--- src/sv/fcs_pkg.sv ---
// Shared types, constants and helpers of the frontier cell selector.
// Depends on nothing; used by every other file of the block but the assertion macro header.
package fcs_pkg;

	localparam int GRID_DIM = 16;
	localparam int ADDR_W   = $clog2(GRID_DIM);
	localparam int POS_W    = 4;
	localparam int CRD_W    = ((ADDR_W > POS_W) ? ADDR_W : POS_W) + 2;
	localparam int SCORE_W  = 4;
	localparam int WIN      = 5;
	localparam int SLOT_W   = $clog2(WIN);
	localparam int NBR_N    = 8;
	localparam int NBR_W    = $clog2(NBR_N);

	typedef logic [GRID_DIM-1:0]     row_t;
	typedef logic [ADDR_W-1:0]       addr_t;
	typedef logic signed [CRD_W-1:0] crd_t;
	typedef logic [SCORE_W-1:0]      score_t;

	typedef enum logic [1:0] {
		REQ_MARK    = 2'd0,
		REQ_PLAN    = 2'd1,
		REQ_RESTART = 2'd2,
		REQ_NOP     = 2'd3
	} req_t;

	typedef enum logic [2:0] {
		ST_IDLE,
		ST_READ,
		ST_LOAD,
		ST_SCORE,
		ST_MARK_RD,
		ST_MARK_WR,
		ST_FINISH
	} state_t;

	typedef struct packed {
		logic  rd_en;
		addr_t rd_addr;
		logic  wr_en;
		addr_t wr_addr;
		row_t  wr_data;
		logic  clear;
	} map_cmd_t;

	function automatic row_t reset_row(addr_t a);
		row_t r;
		r = '0;
		if (a == '0) begin
			r[0] = 1'b1;
		end
		return r;
	endfunction

	function automatic logic in_grid(crd_t c);
		return (c >= 0) && (c < crd_t'(GRID_DIM));
	endfunction

	// neighbor offsets in row-major scan order, center skipped
	function automatic int nbr_dx(logic [NBR_W-1:0] n);
		int d;
		case (n)
			3'd0, 3'd3, 3'd5: d = -1;
			3'd1, 3'd6:       d = 0;
			default:          d = 1;
		endcase
		return d;
	endfunction

	function automatic int nbr_dy(logic [NBR_W-1:0] n);
		int d;
		case (n)
			3'd0, 3'd1, 3'd2: d = -1;
			3'd3, 3'd4:       d = 0;
			default:          d = 1;
		endcase
		return d;
	endfunction

endpackage

--- src/sv/fcs_req_if.sv ---
// Request channel of the frontier cell selector: valid/ready plus request word.
// Depends on fcs_pkg.
interface fcs_req_if;
	import fcs_pkg::*;

	logic             valid;
	logic             ready;
	logic [1:0]       req_type;
	logic [POS_W-1:0] cell_x;
	logic [POS_W-1:0] cell_y;

	modport source (output valid, req_type, cell_x, cell_y, input ready);
	modport sink (input valid, req_type, cell_x, cell_y, output ready);
endinterface

--- src/sv/fcs_res_if.sv ---
// Result channel of the frontier cell selector: valid/ready plus result word.
// Depends on fcs_pkg.
interface fcs_res_if;
	import fcs_pkg::*;

	logic               valid;
	logic               ready;
	logic               found;
	logic [POS_W-1:0]   next_x;
	logic [POS_W-1:0]   next_y;
	logic [SCORE_W-1:0] best_score;

	modport source (output valid, found, next_x, next_y, best_score, input ready);
	modport sink (input valid, found, next_x, next_y, best_score, output ready);
endinterface

--- src/sv/fcs_map_store.sv ---
// Explored-map row memory with per-row valid bits and a registered read.
// Depends on fcs_pkg.
module fcs_map_store (
	input  logic              clk,
	input  logic              arst_n,
	input  fcs_pkg::map_cmd_t cmd,
	output fcs_pkg::row_t     rd_row
);
	import fcs_pkg::*;

	row_t                mem [GRID_DIM];
	logic [GRID_DIM-1:0] row_vld_q;
	row_t                rd_data_s1;
	addr_t               rd_addr_s1;
	logic                rd_vld_s1;

	always_ff @(posedge clk) begin
		if (cmd.wr_en) begin
			mem[cmd.wr_addr] <= cmd.wr_data;
		end
		if (cmd.rd_en) begin
			rd_data_s1 <= mem[cmd.rd_addr];
			rd_addr_s1 <= cmd.rd_addr;
		end
	end

	always_ff @(posedge clk or negedge arst_n) begin
		if (!arst_n) begin
			row_vld_q <= '0;
			rd_vld_s1 <= 1'b0;
		end else begin
			if (cmd.clear) begin
				row_vld_q <= '0;
			end else if (cmd.wr_en) begin
				row_vld_q[cmd.wr_addr] <= 1'b1;
			end
			if (cmd.rd_en) begin
				rd_vld_s1 <= row_vld_q[cmd.rd_addr];
			end
		end
	end

	// unwritten rows read as their restart value
	assign rd_row = rd_vld_s1 ? rd_data_s1 : reset_row(rd_addr_s1);

endmodule

--- src/sv/frontier_cell_selector.sv ---
// Top level of the frontier cell selector: control sequencer, 5x5 window, scoring.
// Depends on fcs_pkg, fcs_req_if, fcs_res_if and fcs_map_store.

// One request is taken at a time and each gives exactly one result word. A plan
// reads the map from a row memory with a single read port: the five rows around
// the position are read one per cycle into a 5x5 window, followed by a window
// load step, a scoring step and a pick step that fills the output register once
// it is free or being emptied. A mark is a read-modify-write of one row; restart
// and no-op go straight to the result step. Restart clears the per-row valid bits
// at once, so there is no clearing pass after reset. The next request may be
// accepted while the previous result still waits to be taken.
module frontier_cell_selector (
	input logic       clk,
	input logic       arst_n,
	fcs_req_if.sink   req,
	fcs_res_if.source res
);
	import fcs_pkg::*;

	state_t                 state_q;
	state_t                 state_d;
	req_t                   req_q;
	logic [POS_W-1:0]       px_q;
	logic [POS_W-1:0]       py_q;
	logic [SLOT_W-1:0]      cnt_q;
	logic                   rd_pend_s1;
	logic [SLOT_W-1:0]      rd_slot_s1;
	logic                   rd_ok_s1;
	logic [WIN-1:0][WIN-1:0] win_q;
	score_t                 score_q [NBR_N];
	score_t                 score_d [NBR_N];
	logic                   out_valid_q;
	logic                   found_q;
	logic [POS_W-1:0]       next_x_q;
	logic [POS_W-1:0]       next_y_q;
	score_t                 best_score_q;

	map_cmd_t               cmd;
	row_t                   rd_row;
	crd_t                   px_c;
	crd_t                   py_c;
	crd_t                   row_c;
	crd_t                   col_c [WIN];
	logic [WIN-1:0]         col_ok;
	logic [NBR_N-1:0]       nbr_ok;
	logic                   accept;
	logic                   can_load;
	logic                   fin_load;
	logic                   mark_ok;
	row_t                   mark_bit;
	score_t                 pick_score;
	logic [NBR_W-1:0]       pick_n;

	fcs_map_store u_map (
		.clk    (clk),
		.arst_n (arst_n),
		.cmd    (cmd),
		.rd_row (rd_row)
	);

	assign px_c     = crd_t'(px_q);
	assign py_c     = crd_t'(py_q);
	assign row_c    = py_c + crd_t'(cnt_q) - crd_t'(2);
	assign accept   = req.valid && req.ready;
	assign can_load = !out_valid_q || res.ready;
	assign mark_ok  = in_grid(crd_t'(req.cell_x)) && in_grid(crd_t'(req.cell_y));

	always_comb begin
		for (int k = 0; k < WIN; k++) begin
			col_c[k]  = px_c + crd_t'(k) - crd_t'(2);
			col_ok[k] = in_grid(col_c[k]);
		end
		for (int n = 0; n < NBR_N; n++) begin
			nbr_ok[n] = in_grid(px_c + crd_t'(nbr_dx(NBR_W'(n))))
				&& in_grid(py_c + crd_t'(nbr_dy(NBR_W'(n))));
		end
	end

	always_comb begin
		mark_bit = '0;
		mark_bit[addr_t'(px_q)] = 1'b1;
	end

	// score each unexplored in-grid neighbor by its explored neighbors
	always_comb begin
		int dx;
		int dy;
		int s;
		for (int n = 0; n < NBR_N; n++) begin
			dx = nbr_dx(NBR_W'(n));
			dy = nbr_dy(NBR_W'(n));
			s = 0;
			for (int i = -1; i <= 1; i++) begin
				for (int j = -1; j <= 1; j++) begin
					if (!(i == 0 && j == 0)) begin
						s = s + int'(win_q[2+dy+i][2+dx+j]);
					end
				end
			end
			score_d[n] = (nbr_ok[n] && !win_q[2+dy][2+dx]) ? SCORE_W'(s) : '0;
		end
	end

	// last highest nonzero score in scan order wins
	always_comb begin
		pick_score = '0;
		pick_n     = '0;
		for (int n = 0; n < NBR_N; n++) begin
			if (score_q[n] != '0 && score_q[n] >= pick_score) begin
				pick_score = score_q[n];
				pick_n     = NBR_W'(n);
			end
		end
	end

	always_comb begin
		state_d = state_q;
		case (state_q)
			ST_IDLE: begin
				if (req.valid) begin
					case (req.req_type)
						REQ_MARK: state_d = mark_ok ? ST_MARK_RD : ST_FINISH;
						REQ_PLAN: state_d = ST_READ;
						default:  state_d = ST_FINISH;
					endcase
				end
			end
			ST_READ: begin
				if (cnt_q == SLOT_W'(WIN - 1)) begin
					state_d = ST_LOAD;
				end
			end
			ST_LOAD:    state_d = ST_SCORE;
			ST_SCORE:   state_d = ST_FINISH;
			ST_MARK_RD: state_d = ST_MARK_WR;
			ST_MARK_WR: state_d = ST_FINISH;
			ST_FINISH: begin
				if (can_load) begin
					state_d = ST_IDLE;
				end
			end
			default: state_d = ST_IDLE;
		endcase
	end

	always_comb begin
		cmd       = '0;
		req.ready = 1'b0;
		fin_load  = 1'b0;
		case (state_q)
			ST_IDLE: begin
				req.ready = 1'b1;
				cmd.clear = req.valid && (req.req_type == REQ_RESTART);
			end
			ST_READ: begin
				cmd.rd_en   = in_grid(row_c);
				cmd.rd_addr = addr_t'(row_c);
			end
			ST_MARK_RD: begin
				cmd.rd_en   = 1'b1;
				cmd.rd_addr = addr_t'(py_q);
			end
			ST_MARK_WR: begin
				cmd.wr_en   = 1'b1;
				cmd.wr_addr = addr_t'(py_q);
				cmd.wr_data = rd_row | mark_bit;
			end
			ST_FINISH: fin_load = can_load;
			default: begin
				cmd = '0;
			end
		endcase
	end

	always_ff @(posedge clk or negedge arst_n) begin
		if (!arst_n) begin
			state_q     <= ST_IDLE;
			cnt_q       <= '0;
			rd_pend_s1  <= 1'b0;
			out_valid_q <= 1'b0;
		end else begin
			state_q    <= state_d;
			rd_pend_s1 <= (state_q == ST_READ);
			if (accept) begin
				cnt_q <= '0;
			end else if (state_q == ST_READ) begin
				cnt_q <= cnt_q + 1'b1;
			end
			if (fin_load) begin
				out_valid_q <= 1'b1;
			end else if (res.ready) begin
				out_valid_q <= 1'b0;
			end
		end
	end

	always_ff @(posedge clk) begin
		if (accept) begin
			req_q <= req_t'(req.req_type);
			px_q  <= req.cell_x;
			py_q  <= req.cell_y;
		end
		if (state_q == ST_READ) begin
			rd_slot_s1 <= cnt_q;
			rd_ok_s1   <= in_grid(row_c);
		end
		if (rd_pend_s1) begin
			for (int k = 0; k < WIN; k++) begin
				win_q[rd_slot_s1][k] <= rd_ok_s1 && col_ok[k] && rd_row[addr_t'(col_c[k])];
			end
		end
		if (state_q == ST_SCORE) begin
			score_q <= score_d;
		end
		if (fin_load) begin
			if (req_q == REQ_PLAN && pick_score != '0) begin
				found_q      <= 1'b1;
				next_x_q     <= POS_W'(px_c + crd_t'(nbr_dx(pick_n)));
				next_y_q     <= POS_W'(py_c + crd_t'(nbr_dy(pick_n)));
				best_score_q <= pick_score;
			end else begin
				found_q      <= 1'b0;
				next_x_q     <= '0;
				next_y_q     <= '0;
				best_score_q <= '0;
			end
		end
	end

	assign res.valid      = out_valid_q;
	assign res.found      = found_q;
	assign res.next_x     = next_x_q;
	assign res.next_y     = next_y_q;
	assign res.best_score = best_score_q;

endmodule

--- src/flat_wrapper.sv ---
// flat-port wrapper written by rule: the top's interface ports become plain ports
module frontier_cell_selector_flat import fcs_pkg::*;
  (clk, arst_n, req_valid, req_req_type, req_cell_x, req_cell_y, req_ready, res_valid, res_found, res_next_x, res_next_y, res_best_score, res_ready);
  fcs_req_if req_i ();
  fcs_res_if res_i ();
  input logic clk;
  input logic arst_n;
  input wire logic [$bits(req_i.valid)-1:0] req_valid;
  input wire logic [$bits(req_i.req_type)-1:0] req_req_type;
  input wire logic [$bits(req_i.cell_x)-1:0] req_cell_x;
  input wire logic [$bits(req_i.cell_y)-1:0] req_cell_y;
  output wire logic [$bits(req_i.ready)-1:0] req_ready;
  output wire logic [$bits(res_i.valid)-1:0] res_valid;
  output wire logic [$bits(res_i.found)-1:0] res_found;
  output wire logic [$bits(res_i.next_x)-1:0] res_next_x;
  output wire logic [$bits(res_i.next_y)-1:0] res_next_y;
  output wire logic [$bits(res_i.best_score)-1:0] res_best_score;
  input wire logic [$bits(res_i.ready)-1:0] res_ready;
  assign req_i.valid = req_valid;
  assign req_i.req_type = req_req_type;
  assign req_i.cell_x = req_cell_x;
  assign req_i.cell_y = req_cell_y;
  assign req_ready = req_i.ready;
  assign res_valid = res_i.valid;
  assign res_found = res_i.found;
  assign res_next_x = res_i.next_x;
  assign res_next_y = res_i.next_y;
  assign res_best_score = res_i.best_score;
  assign res_i.ready = res_ready;
  frontier_cell_selector u_core (.clk(clk), .arst_n(arst_n), .req(req_i), .res(res_i));
endmodule
--- config.mk ---
export PLATFORM = sky130hd
export DESIGN_NAME = frontier_cell_selector_flat
export DESIGN_NICKNAME = d
export VERILOG_FILES = /design/src/sv/fcs_pkg.sv /design/src/sv/fcs_req_if.sv /design/src/sv/fcs_res_if.sv /design/src/sv/fcs_map_store.sv /design/src/sv/frontier_cell_selector.sv /design/src/flat_wrapper.sv
export SDC_FILE = /design/constraint.sdc
export NUM_CORES = 1
export LEC_CHECK = 0
export ABC_AREA = 1
export BUFFER_PORTS_ARGS = -buffer_cell sky130_fd_sc_hd__buf_4
export CORE_MARGIN = 1.5
export CORE_UTILIZATION = 45
export DETAILED_ROUTE_END_ITERATION = 8
export PLACE_DENSITY = 0.61
export REMOVE_ABC_BUFFERS = 1
export SLEW_MARGIN = 15
export SYNTH_ARGS = -nofsm -noshare
export SYNTH_HDL_FRONTEND = slang
export SYNTH_HIERARCHICAL = 1
export SYNTH_SLANG_ARGS = --single-unit
--- constraint.sdc ---
create_clock -name clk -period 16.4 [get_ports clk]
set_input_delay 0.82 -clock clk [delete_from_list [all_inputs] [get_ports clk]]
set_output_delay 0.82 -clock clk [all_outputs]
set_load 0.005 [all_outputs]
After elaboration in Yosys (flattened, before gate mapping)
Memory sizes are Yosys's and may differ from the RTL's. A register that Yosys moved wholly into a read port is not among the register bits.
Cells that the tools add are included.
{ "totals": {"input_bits": 14, "mem_count": 1, "out_inout_bits": 15, "reg_bits": 113, "mem_bits_rw": 256, "word_cells": 325} }
{ "memory_table": {"columns": ["memory", "words", "word_bits", "rd", "rd_ports_with_merged_regs", "wr", "line", "source"], "rows": [
  ["u_core.u_map.mem", 16, 16, 1, 1, 1, "fcs_map_store.sv:11", "row_t mem [GRID_DIM];"]
]} }
{ "op_classes": {"eq_ne": 19, "addsub": 73, "reduce_logical": 84, "n_mux": 73, "bitwise_logic": 2, "magnitude_cmp": 44} }
{ "op_table": {"columns": ["cell", "count"], "rows": [
  ["$add A4 B2 Y4", 38],
  ["$bwmux W25", 5],
  ["$demux W5 S3", 5],
  ["$ge A6 B1 Y1 const B", 9],
  ["$lt A6 B6 Y1 const B", 9],
  ["$logic_and A1 B1 Y1", 52],
  ["$mux W4", 13],
  ["$lt A4 B5 Y1 const B", 10],
  ["$mux W16", 3],
  ["$mux W3", 12],
  ["$reduce_bool A4 Y1", 9],
  ["$or A16 B16 Y16", 2],
  ["$sub A5 B2 Y6 const B", 5],
  ["$ge A4 B4 Y1", 7],
  ["$bmux W1 S4", 6],
  ["$eq A3 B3 Y1 const B", 7],
  ["$mux W21", 1],
  ["$ge A4 B1 Y1 const B", 5],
  ["$mux W1", 19],
  ["$pmux W3 S6", 1],
  ["$add A1 B1 Y2", 8],
  ["$add A4 B1 Y4", 4],
  ["$pmux W4 S2", 2],
  ["$add A2 B1 Y3", 4],
  ["other kinds (33)", 59]
]} }

Depth between registers and ports, before layout
Gate-level depths: netlist of the first run.
{ "depth": {"word_depth": 30, "depth_mapped": 86, "depth_no_buf": 86} }

Modules after synthesis
The synthesis of the first run kept the hierarchy.
{ "by_module_without_submodules": {"columns": ["mod", "cells_each", "instances", "area_each_um2", "seq_area_each_um2"], "rows": [
  ["fcs_map_store", 919, 1, 11701.2, 8713.4],
  ["frontier_cell_selector", 842, 1, 7394.6, 2722.6]
]} }

Worst setup path before layout of the first run
OpenSTA, ideal clock, no wires.
{ "synth_timing": {"kind": "reg-to-reg", "startpoint": "reg u_core/score_q[27] in the netlist's numbering", "endpoint": "reg u_core.next_x_q[3], in the netlist u_core/res.next_x[3], data pin", "period_less_slack_ps": 8807, "path_stages_with_launch": 80, "setup_slack_ps": 7593, "arrival_time_ps": 8555, "path_buffers": 0, "setup_time_ps": 252, "t_required_ps": 16148, "path_cell_list": "edfxtp_1 > ha_1 > nand2_1 > inv_1 > nand2_1 > nand3_2 > nand2_4 > o21ai_0 > ha_1 > o21ai_1 > nand2_1 > o21ai_0 > inv_1 > nand2_2 > nand2_4 > nand2_4 > nand2_1 > o21ai_0 > [... 44 more ...] > nand3_1 > nand2_1 > inv_1 > nor2_1 > nor2_1 > nor2_4 > nand2_1 > nand2_1 > inv_1 > ha_1 > a21oi_1 > nand2_1 > xor2_1 > inv_1 > nand2_1 > nand2_1 > inv_1 > nor2_2"} }
{ "synth_via": {"elab_chain_len": 27, "elab_cells_between_ends": 42, "cone_classes": "add/sub (1); order compare (7); eq/ne (4); mux (17); reduce/logical (13)"} }
{ "synth_lines": {"columns": ["item", "line", "source"], "rows": [
  ["start, declared", "frontier_cell_selector.sv:30", "score_t score_q [NBR_N];"],
  ["start signal, assigned", "frontier_cell_selector.sv:213", "score_q <= score_d;"],
  ["$ge A4 B4 Y1 / $reduce_bool A4 Y1 (equally long branches)", "frontier_cell_selector.sv:109", "if (score_q[n] != '0 && score_q[n] >= pick_score) begin"],
  ["$logic_and A1 B1 Y1", "frontier_cell_selector.sv:109", null],
  ["$mux W4", "frontier_cell_selector.sv:109", null],
  ["$ge A4 B4 Y1", "frontier_cell_selector.sv:109", null],
  ["$logic_and A1 B1 Y1", "frontier_cell_selector.sv:109", null],
  ["$mux W4", "frontier_cell_selector.sv:109", null],
  ["$ge A4 B4 Y1", "frontier_cell_selector.sv:109", null],
  ["$logic_and A1 B1 Y1", "frontier_cell_selector.sv:109", null],
  ["[... 11 more ...]", null, null],
  ["$logic_and A1 B1 Y1", "frontier_cell_selector.sv:109", null],
  ["$mux W3", "frontier_cell_selector.sv:109", null],
  ["$eq A3 B3 Y1, or another cell as far along", "fcs_pkg.sv:62", "case (n)"],
  ["$reduce_or A3 Y1 / $reduce_or A2 Y1 (equally long branches)", "fcs_pkg.sv:62", null],
  ["$pmux W4 S2", "fcs_pkg.sv:62", null],
  ["$mux W4", "frontier_cell_selector.sv:216", "if (req_q == REQ_PLAN && pick_score != '0) begin"],
  ["$mux W4", "frontier_cell_selector.sv:215", "if (fin_load) begin"],
  ["$add A4 B4 Y4", "frontier_cell_selector.sv:218", "next_x_q <= POS_W'(px_c + crd_t'(nbr_dx(pick_n)));"],
  ["end signal, assigned", "frontier_cell_selector.sv:218", null],
  ["end, declared", "frontier_cell_selector.sv:34", "logic [POS_W-1:0] next_x_q;"]
]} }
Several ways; a longest one is shown, not always the timed one. The select of a mux whose other input is x is not followed.
A chain may end at the register's enable or synchronous reset.

Worst setup path in the final report of the first run
Ends and elaborated chain as after synthesis.

==> impl_metrics.env, run 1 <==
export IMPL_synth_edff_count=360
export IMPL_setup_tns_ps=0
export IMPL_drive_gt1_share_pct=10.3
export IMPL_post_drt_via_cell_ratio=5.44
export IMPL_cts_sinks=385
export IMPL_hold_path_class="primary input to async pin"
export IMPL_r2r_setup_slack_ps=6530
export IMPL_yosysSeqAreaShare_pct=59.9
export IMPL_start_kind="register"
export IMPL_post_cts_resized=0
export IMPL_fmax_mhz=101
export IMPL_cp_slowest_cell="edfxtp_1"
export IMPL_reg2reg_depth=79
export IMPL_grt_overflow_total=0
export IMPL_fp_coreArea_mm2=0.0419
export IMPL_avgSynthCellArea_um2=10.8
export IMPL_rsz0062_at_grt="false"
export IMPL_clock_latency_ps=560
export IMPL_diodes=0
export IMPL_route_detailed_drc=0
export IMPL_crit_type="register to register"
export IMPL_htree_levels=2
export IMPL_synthDominantCellAreaShare_pct=56.6
export IMPL_yosys_warnings=6
export IMPL_grt_total_usage_pct=21.0
export IMPL_first_global_vias=12400
export IMPL_synth_ff_type="edfxtp_1"
export IMPL_period_needed_ps=9870
export IMPL_crit_path_end_kind="register"
export IMPL_worstReg2RegEnd="u_core/res.next_x[3]"
export IMPL_nFillCells=3684
export IMPL_start_util_pct=45.5
export IMPL_ant_nets=0
export IMPL_cp_max_fo=9
export IMPL_die_w_um=209
export IMPL_maxCapViolCount=0
export IMPL_cp_arrival_ps=10180
export IMPL_grt_pass1_wl_mm=70.5
export IMPL_ys_ff_latch=385
export IMPL_status="finished, final reports clean"
export IMPL_rr_startpoint="u_core/score_q[27]"
export IMPL_numCtsBuffers=43
export IMPL_cts_setup_buffers=0
export IMPL_root_buffer="clkbuf_16"
export IMPL_rows=75
export IMPL_dr_total_vias=12800
export IMPL_cts_buffer_depth=3
export IMPL_slowest_delay_ps=410
export IMPL_die_area_mm2=0.0437
export IMPL_clkTransAtPathRegs_ps=60
export IMPL_yosys_top_cells_area="edfxtp_1 57%, nor2_1 6.2%, ha_1 4.7%"
export IMPL_drtIter0Drc=1327
export IMPL_wl_per_cell_um=19.2
export IMPL_slew_headroom_pct=19.8
export IMPL_hold_violations=0
export IMPL_cp_data_required_time_ps=16710
export IMPL_grt_antenna_before_repair=0
export IMPL_cts_tree="yes"
export IMPL_cpMostUsedCell="nand2_1"
export IMPL_drv_slew=0
export IMPL_whs_ps=190
export IMPL_top_level_ports=29
export IMPL_synth_distinct_cells=50
export IMPL_fin_util_pct=50.5
export IMPL_portBuffers=28
export IMPL_tightest_slew_ps=1200
export IMPL_clock_skew_ps=14.6
export IMPL_die_y_um=209
export IMPL_grt_max_degree=137
export IMPL_synth_area_leader_cell="edfxtp_1"
export IMPL_syn2layout_area_growth_pct=10.8
export IMPL_ys_async_sr_fraction_pct=6.49
export IMPL_final_period_utilization_pct=60.2
export IMPL_synth_cells=1761
export IMPL_fin_nets=1901
export IMPL_hold_buffers=0
export IMPL_drtPass1Iterations=5
export IMPL_setup_violations_final=0
export IMPL_routed_wl_mm=45.1
export IMPL_mappedNetlistArea_mm2=0.0191
export IMPL_post_dp_hpwl_mm=26.3
export IMPL_routabilityCongestion=0.836
==> per-layer routing <==
| layer | GRT usage [%] | routed length, µm | vias up | share of wire (%) |
|---|---|---|---|---|
| met2 | 33.2 | 20400 | 376 | 45 |
| li1 | - | - | 6060 | - |
| met3 | 3.32 | 2770 | 72 | 6.2 |
| met4 | 5.72 | 972 | 0 | 2.2 |
| met1 | 30.2 | 20900 | 6276 | 46 |
| met5 | 0 | 0 | - | 0 |
==> flip-flops by register name, indices dropped and copies added, names as in the netlist, 2 cells and up <==
register	cells
u_core/win_q	25
u_core/res.next_y	4
u_core/res.next_x	4
u_core/req_q	2
u_core/score_q	32
u_core/u_map/row_vld_q	16
u_core/px_q	4
u_core/u_map/rd_addr_s1	4
u_core/py_q	4
u_core/state_q	3
u_core/u_map/rd_data_s1	16
u_core/u_map/mem	256
u_core/cnt_q	3
u_core/rd_slot_s1	3
u_core/res.best_score	4
==> logic make-up after synthesis <==
group / Yosys count / synth area share [%]
buffers and inverters: 278 / 6.32
muxes: 1 / 0.0590
adders and majority gates: 107 / 8.39
AOI/OAI and AO/OA: 310 / 9.34
and+or+nand+nor: 661 / 15.1
xor gates and xnor gates: 19 / 0.871
DFF: 385 / 59.9
==> cell type report <==
cell class                      count  area, µm²  area share (%)
Tap cell                          539        674            3.19
Timing Repair Buffer               42        315            1.49
Multi-Input combinational cell   1098       6610            31.2
Inverter                          210        796            3.76
Clock inverter                     24        174           0.822
Sequential cell                   385      11400            54.0
Clock buffer                       54       1160            5.48
==> synthesized netlist by cell type (6+ instances only) <==
| cell type | number |
|---|---|
| nor3b_1 | 8 |
| clkbuf_2 | 6 |
| ha_1 | 72 |
| a21oi_1 | 36 |
| buf_4 | 7 |
| nor3_1 | 7 |
| nand3_2 | 7 |
| clkbuf_1 | 30 |
| nor2_1 | 314 |
| edfxtp_1 | 360 |
| o211ai_1 | 70 |
| nand2_2 | 12 |
| dfrtp_1 | 25 |
| nand2_4 | 16 |
| xor2_1 | 12 |
| buf_6 | 13 |
| xnor2_1 | 7 |
| buf_2 | 10 |
| nor2_2 | 9 |
| fa_1 | 35 |
| o21ai_0 | 174 |
| nand3_1 | 82 |
| o21ai_1 | 14 |
| nand2_1 | 194 |
| inv_1 | 203 |
==> worst max-delay path, delay by kind of cell (launching register included) <==
| family | cells | cell delay, ps |
|---|---|---|
| buffers and inverters | 12 | 820 |
| AND/OR/NAND/NOR | 42 | 3450 |
| adder cells (fa/ha/maj) | 8 | 2330 |
| flip-flops | 1 | 410 |
| XOR/XNOR | 1 | 170 |
| AO/OA/AOI/OAI | 16 | 2390 |
==> cells in the final DEF, fill, tap and decap left out, types with 8 or more instances in the layout <==
| cell type | instances |
|---|---|
| ha_1 | 72 |
| o21ai_1 | 14 |
| nand2_2 | 12 |
| nor3b_1 | 8 |
| nor2_2 | 14 |
| nand2_4 | 16 |
| fa_1 | 35 |
| clkinv_2 | 12 |
| clkbuf_1 | 9 |
| nor2_1 | 298 |
| o211ai_1 | 70 |
| o21ai_0 | 170 |
| dfrtp_1 | 25 |
| buf_4 | 42 |
| a21oi_1 | 32 |
| xor2_1 | 12 |
| clkinv_1 | 10 |
| nand2_1 | 194 |
| clkbuf_16 | 45 |
| nor2_4 | 12 |
| nand3_1 | 82 |
| inv_1 | 203 |
| edfxtp_1 | 360 |
==> worst max path at each step <==
stage                            endpoint               start  depth (start not counted)  slack (ps)
3_5_place_dp         u_core/res.next_x[3]  u_core/score_q[27]                         78        6530
6_report             u_core/res.next_x[3]  u_core/score_q[27]                         79        6530
4_1_cts              u_core/res.next_x[3]  u_core/score_q[27]                         79        6520
5_1_grt              u_core/res.next_x[3]  u_core/score_q[25]                         78        5330
3_3_place_gp         u_core/res.next_x[3]  u_core/score_q[27]                         79        6850
2_1_floorplan  u_core/u_map/rd_data_s1[1]   u_core/state_q[0]                         10        7150
==> per-stage QoR <==
stage / instances / setup WS (ps) / cell area (µm²)
6_report: 2352 / 6530 / 21200
5_1_grt: 2352 / 5330 / 21200
4_1_cts: 2352 / 6520 / 21200
3_5_place_dp: 2274 / 6530 / 19800
3_3_place_gp: 2274 / 6850 / 19800
2_1_floorplan: 1693 / 7150 / 18700
Power of run 1 is left out: the tool's default activity adds up to more than one toggle a clock period on the data nets, which glitch-free logic cannot reach.
==> run 2: changes to the inputs <==
==> constraint.sdc (replaced) <==
create_clock -name clk -period 10 [get_ports clk]
set_input_delay 0.5 -clock clk [delete_from_list [all_inputs] [get_ports clk]]
set_output_delay 0.5 -clock clk [all_outputs]
set_load 0.005 [all_outputs]
==> impl_metrics.env, run 2 (same netlist as run 1, synthesis figures left out) <==
export IMPL_setup_violations_final=0
export IMPL_portBuffers=28
export IMPL_whs_ps=123
export IMPL_routed_wl_mm=45.3
export IMPL_cts_sinks=385
export IMPL_crit_path_end_kind="register"
export IMPL_die_y_um=209
export IMPL_slew_headroom_pct=19.9
export IMPL_drtIter0Drc=1402
export IMPL_post_place_cells=2274
export IMPL_dr_total_vias=12700
export IMPL_die_w_um=209
export IMPL_fin_cells=2362
export IMPL_fp_coreArea_mm2=0.0419
export IMPL_rows=75
export IMPL_slowest_delay_ps=400
export IMPL_cts_tree="yes"
export IMPL_use_met3_pct=3.55
export IMPL_cts_buffer_depth=3
export IMPL_clock_skew_ps=22.2
export IMPL_grt_antenna_before_repair=0
export IMPL_period_needed_ps=9040
export IMPL_start_kind="register"
export IMPL_die_area_mm2=0.0437
export IMPL_final_cell_mix="360 x edfxtp_1, 296 x nor2_1, 202 x inv_1"
export IMPL_post_drt_via_cell_ratio=5.38
export IMPL_use_met2_pct=32.9
export IMPL_largest_register_ffs=256
export IMPL_cp_slowest_cell="edfxtp_1"
export IMPL_regMostFlops="u_core/u_map/mem"
export IMPL_drive_gt1_share_pct=11.3
export IMPL_diodes=0
export IMPL_drv_slew=0
export IMPL_first_global_vias=12400
export IMPL_clock_latency_ps=570
export IMPL_fin_util_pct=50.8
export IMPL_grt_total_usage_pct=21.1
export IMPL_grt_max_degree=137
export IMPL_cp_arrival_ps=9340
export IMPL_ant_nets=0
export IMPL_fmax_mhz=111
export IMPL_setup_tns_ps=0
export IMPL_crit_type="register to register"
export IMPL_root_buffer="clkbuf_16"
export IMPL_cp_data_required_time_ps=10300
export IMPL_start_util_pct=45.5
export IMPL_final_common_cell="edfxtp_1"
export IMPL_syn2layout_area_growth_pct=11.6
export IMPL_maxCapViolCount=0
export IMPL_drtPass1Iterations=6
export IMPL_grt_overflow_total=0
export IMPL_post_dp_hpwl_mm=26.4
export IMPL_reg_top3="u_core/u_map/mem (256), u_core/score_q (32), u_core/win_q (25)"
export IMPL_numCtsBuffers=44
export IMPL_busiest_layer="met2"
export IMPL_use_met1_pct=30.1
export IMPL_fin_nets=1908
export IMPL_cpMostUsedCell="nand2_1"
export IMPL_top_level_ports=29
export IMPL_htree_levels=2
export IMPL_route_detailed_drc=0
export IMPL_status="finished, final reports clean"
export IMPL_final_period_utilization_pct=90.4
export IMPL_tightest_slew_ps=1200
export IMPL_clkTransAtPathRegs_ps=60
export IMPL_hold_path_class="primary input to register"
export IMPL_r2r_setup_slack_ps=960
export IMPL_hold_violations=0
export IMPL_wl_per_cell_um=19.2
export IMPL_cp_max_fo=9
export IMPL_routabilityCongestion=0.836
export IMPL_grt_pass1_wl_mm=70.3
==> run 2: timing repair <==
action | CTS | global route
setup buffers | 0 | 5
endpoints found under the hold margin | 25 | 0
endpoints found under the setup margin | 0 | 8
hold buffers | 1 | 0
resized for setup | 0 | 27
==> run 2: routing by layer <==
layer / routed length [µm] / vias up
li1: - / 6069
met1: 20300 / 6155
met2: 20600 / 424
met3: 3370 / 70
met4: 1070 / 0
met5: 0 / -
==> run 2: cell type report <==
class / count / area, µm²
timing repair buffer: 48 / 363
clock inverter: 26 / 198
tap: 539 / 674
multi-input combinational: 1098 / 6680
sequential: 385 / 11400
clock buffer: 56 / 1170
inverter: 210 / 796
fill: 3686 / 20600
==> run 2: worst paths after layout <==
kind	startpoint	to	cells after the start
worst min register to register	u_core/u_map/row_vld_q[10]	u_core/u_map/row_vld_q[10]	2
worst max-delay path	u_core/score_q[25]	u_core/res.next_x[3]	79
max in group asynchronous	arst_n	u_core/state_q[0]	2
min in group asynchronous	arst_n	u_core/u_map/row_vld_q[3]	2
worst min-delay path	req_cell_x[1]	u_core/px_q[1]	1
worst max register to register	u_core/score_q[25]	u_core/res.next_x[3]	79
==> run 2: critical path: cells and delay by family, from the launching register on <==
family / cells / cell delay, ps
and+or+nand+nor: 44 / 3510
adders and majority gates: 8 / 2180
xor gates and xnor gates: 1 / 200
DFF: 1 / 400
buffers and inverters: 11 / 750
AOI/OAI and AO/OA: 15 / 1700
==> run 2: per-stage QoR <==
step | setup WS (ps) | cell area [µm²]
6_report | 964 | 21300
2_1_floorplan | 750 | 18700
5_1_grt | -53.4 | 21300
3_5_place_dp | 148 | 19800
4_1_cts | 115 | 21200
3_3_place_gp | 451 | 19800
Power of run 2 is left out for the same reason.
==> run 3: changes to the inputs <==
--- a/config.mk
+++ b/config.mk
@@ -5,7 +5,7 @@
 export SDC_FILE = /design/constraint.sdc
 export NUM_CORES = 1
 export LEC_CHECK = 0
-export ABC_AREA = 1
+export ABC_CLOCK_PERIOD_IN_PS = 10000
 export BUFFER_PORTS_ARGS = -buffer_cell sky130_fd_sc_hd__buf_4
 export CORE_MARGIN = 1.5
 export CORE_UTILIZATION = 45
==> impl_metrics.env, run 3 <==
export IMPL_synth_edff_count=360
export IMPL_htree_levels=2
export IMPL_path_delay_family="compound AO/OA/AOI/OAI gates"
export IMPL_dr_total_vias=10600
export IMPL_cts_buffer_depth=3
export IMPL_netlist_top_cells_count="360 x edfxtp_1, 105 x nor2_1, 98 x mux4_2"
export IMPL_syn2layout_area_growth_pct=19.3
export IMPL_wl_per_cell_um=21.7
export IMPL_ant_nets=0
export IMPL_worst_path_buf_inv=2
export IMPL_tightest_slew_ps=1060
export IMPL_synth_most_common_cell="edfxtp_1"
export IMPL_cts_sinks=385
export IMPL_avgSynthCellArea_um2=15.9
export IMPL_clock_skew_ps=16.2
export IMPL_die_y_um=206
export IMPL_slew_headroom_pct=29.3
export IMPL_fin_util_pct=54.3
export IMPL_reg2reg_depth=54
export IMPL_violations="negative setup slack"
export IMPL_portBuffers=28
export IMPL_start_kind="register"
export IMPL_busiest_layer="met2"
export IMPL_clkTransAtPathRegs_ps=60
export IMPL_setup_tns_ps=-10710
export IMPL_top_level_ports=29
export IMPL_setup_violations_final=13
export IMPL_yosysSeqAreaShare_pct=61.7
export IMPL_grt_max_degree=68
export IMPL_die_w_um=206
export IMPL_reg_top3="u_core/u_map/mem (256), u_core/score_q (32), u_core/win_q (25)"
export IMPL_ys_ff_latch=385
export IMPL_fin_ws_ps=-1050
export IMPL_path_depth=54
export IMPL_hold_path_class="primary input to register"
export IMPL_status="finished with violations"
export IMPL_final_cell_mix="360 x edfxtp_1, 137 x buf_4, 98 x mux4_2"
export IMPL_slowest_delay_ps=430
export IMPL_fin_area_mm2=0.0221
export IMPL_mappedNetlistArea_mm2=0.0185
export IMPL_clock_latency_ps=550
export IMPL_synth_distinct_cells=85
export IMPL_use_met3_pct=2.70
export IMPL_synth_area_leader_cell="edfxtp_1"
export IMPL_synth_ff_type="edfxtp_1"
export IMPL_placed_area_mm2=0.0200
export IMPL_hold_violations=0
export IMPL_post_drt_via_cell_ratio=5.60
export IMPL_cpMostUsedCell="ha_4"
export IMPL_drv_slew=0
export IMPL_use_met1_pct=25.7
export IMPL_fin_nets=1443
export IMPL_rsz0062_at_grt="true"
export IMPL_drtPass1Iterations=5
export IMPL_start_util_pct=45.5
export IMPL_final_period_utilization_pct=110
export IMPL_holdPathStages=1
export IMPL_post_place_ws_ps=-1330
export IMPL_route_detailed_drc=0
export IMPL_cp_arrival_ps=11350
export IMPL_fp_coreArea_mm2=0.0407
export IMPL_diodes=0
export IMPL_period_needed_ps=11050
export IMPL_drive_gt1_share_pct=30.6
export IMPL_rows=74
export IMPL_numCtsBuffers=41
export IMPL_root_buffer="clkbuf_16"
export IMPL_ys_async_sr_fraction_pct=6.49
export IMPL_first_global_vias=10900
export IMPL_r2r_setup_slack_ps=-1050
export IMPL_grt_total_usage_pct=19.9
export IMPL_synth_cells=1163
export IMPL_use_met2_pct=34.7
export IMPL_post_dp_hpwl_mm=25.3
export IMPL_crit_type="register to register"
export IMPL_cp_max_fo=4
export IMPL_routabilityCongestion=0.842
export IMPL_yosys_top_cells_area="edfxtp_1 58%, mux4_2 12%, ha_1 4.9%"
export IMPL_grt_overflow_total=0
export IMPL_regMostFlops="u_core/u_map/mem"
export IMPL_final_common_cell="edfxtp_1"
export IMPL_cp_data_required_time_ps=10300
export IMPL_synthDominantCellAreaShare_pct=58.3
export IMPL_grt_antenna_before_repair=0
export IMPL_grt_pass1_wl_mm=63.3
export IMPL_maxCapViolCount=0
export IMPL_crit_path_end_kind="register"
export IMPL_die_area_mm2=0.0424
export IMPL_drtIter0Drc=696
export IMPL_largest_register_ffs=256
export IMPL_cp_slowest_cell="edfxtp_1"
export IMPL_fmax_mhz=90.5
export IMPL_routed_wl_mm=40.8
export IMPL_yosys_warnings=6
export IMPL_cts_tree="yes"
-- run 3: final cells by class --
| class | instances | area [µm²] |
|---|---|---|
| clock buffers | 52 | 1130 |
| fillers | 3272 | 18600 |
| clock inverters | 20 | 200 |
| flip-flops and latches | 385 | 11400 |
| repair buffers | 149 | 1160 |
| multi-input cells | 646 | 7150 |
| well taps | 532 | 666 |
| inverters | 99 | 372 |
-- run 3: through the flow --
stage / hold slack (ps) / std cells
after floorplan: 204 / 1129
after global placement: 431 / 1775
after detailed placement: 432 / 1775
after CTS: 109 / 1873
after global routing: 116 / 1883
final: 131 / 1883
-- run 3: final timing paths --
kind                                    startpoint                    endpoint
worst max-delay path            u_core/score_q[27]        u_core/res.next_y[3]
worst max register to register  u_core/score_q[27]        u_core/res.next_y[3]
worst min-delay path                 req_cell_x[1]              u_core/px_q[1]
worst min register to register     u_core/cnt_q[1]        u_core/rd_slot_s1[1]
min in group asynchronous                   arst_n  u_core/u_map/row_vld_q[15]
max in group asynchronous                   arst_n           u_core/rd_pend_s1
-- run 3: worst register-to-register path: cells and delay by family, from the launching register on --
family                     cells  cell delay, ps
buffers and inverters          2             280
DFF                            1             430
AOI/OAI and AO/OA             26            4640
and+or+nand+nor               10            1340
adders and majority gates      9            2300
xor gates and xnor gates       2             260
muxes                          5            1540
-- run 3: logic make-up after synthesis --
kind of cell             count (synthesis)  synth area share, %
buffers and inverters                  133                 3.01
XOR/XNOR                                21                0.992
adder cells (fa/ha/maj)                108                 8.69
AO/OA/AOI/OAI                          149                 5.85
flip-flops                             385                 61.7
AND/OR/NAND/NOR                        252                 6.89
multiplexers                           115                 12.9
-- run 3: per-layer routing --
metal  wire, µm  up-vias
li1           -     4799
met1      17300     5467
met2      20800      230
met3       1740       56
met4        943        0
met5          0        -
-- run 3: repair_timing --
| item | in CTS | in global routing |
|---|---|---|
| hold endpoints to repair | 25 | 0 |
| pin swaps | 39 | 34 |
| cloned | 1 | 0 |
| gates resized for setup | 38 | 50 |
| endpoints found under the setup margin | 13 | 13 |
| buffers inserted | 25 | 11 |
| hold buffers | 1 | 0 |
Power of run 3 is left out for the same reason.
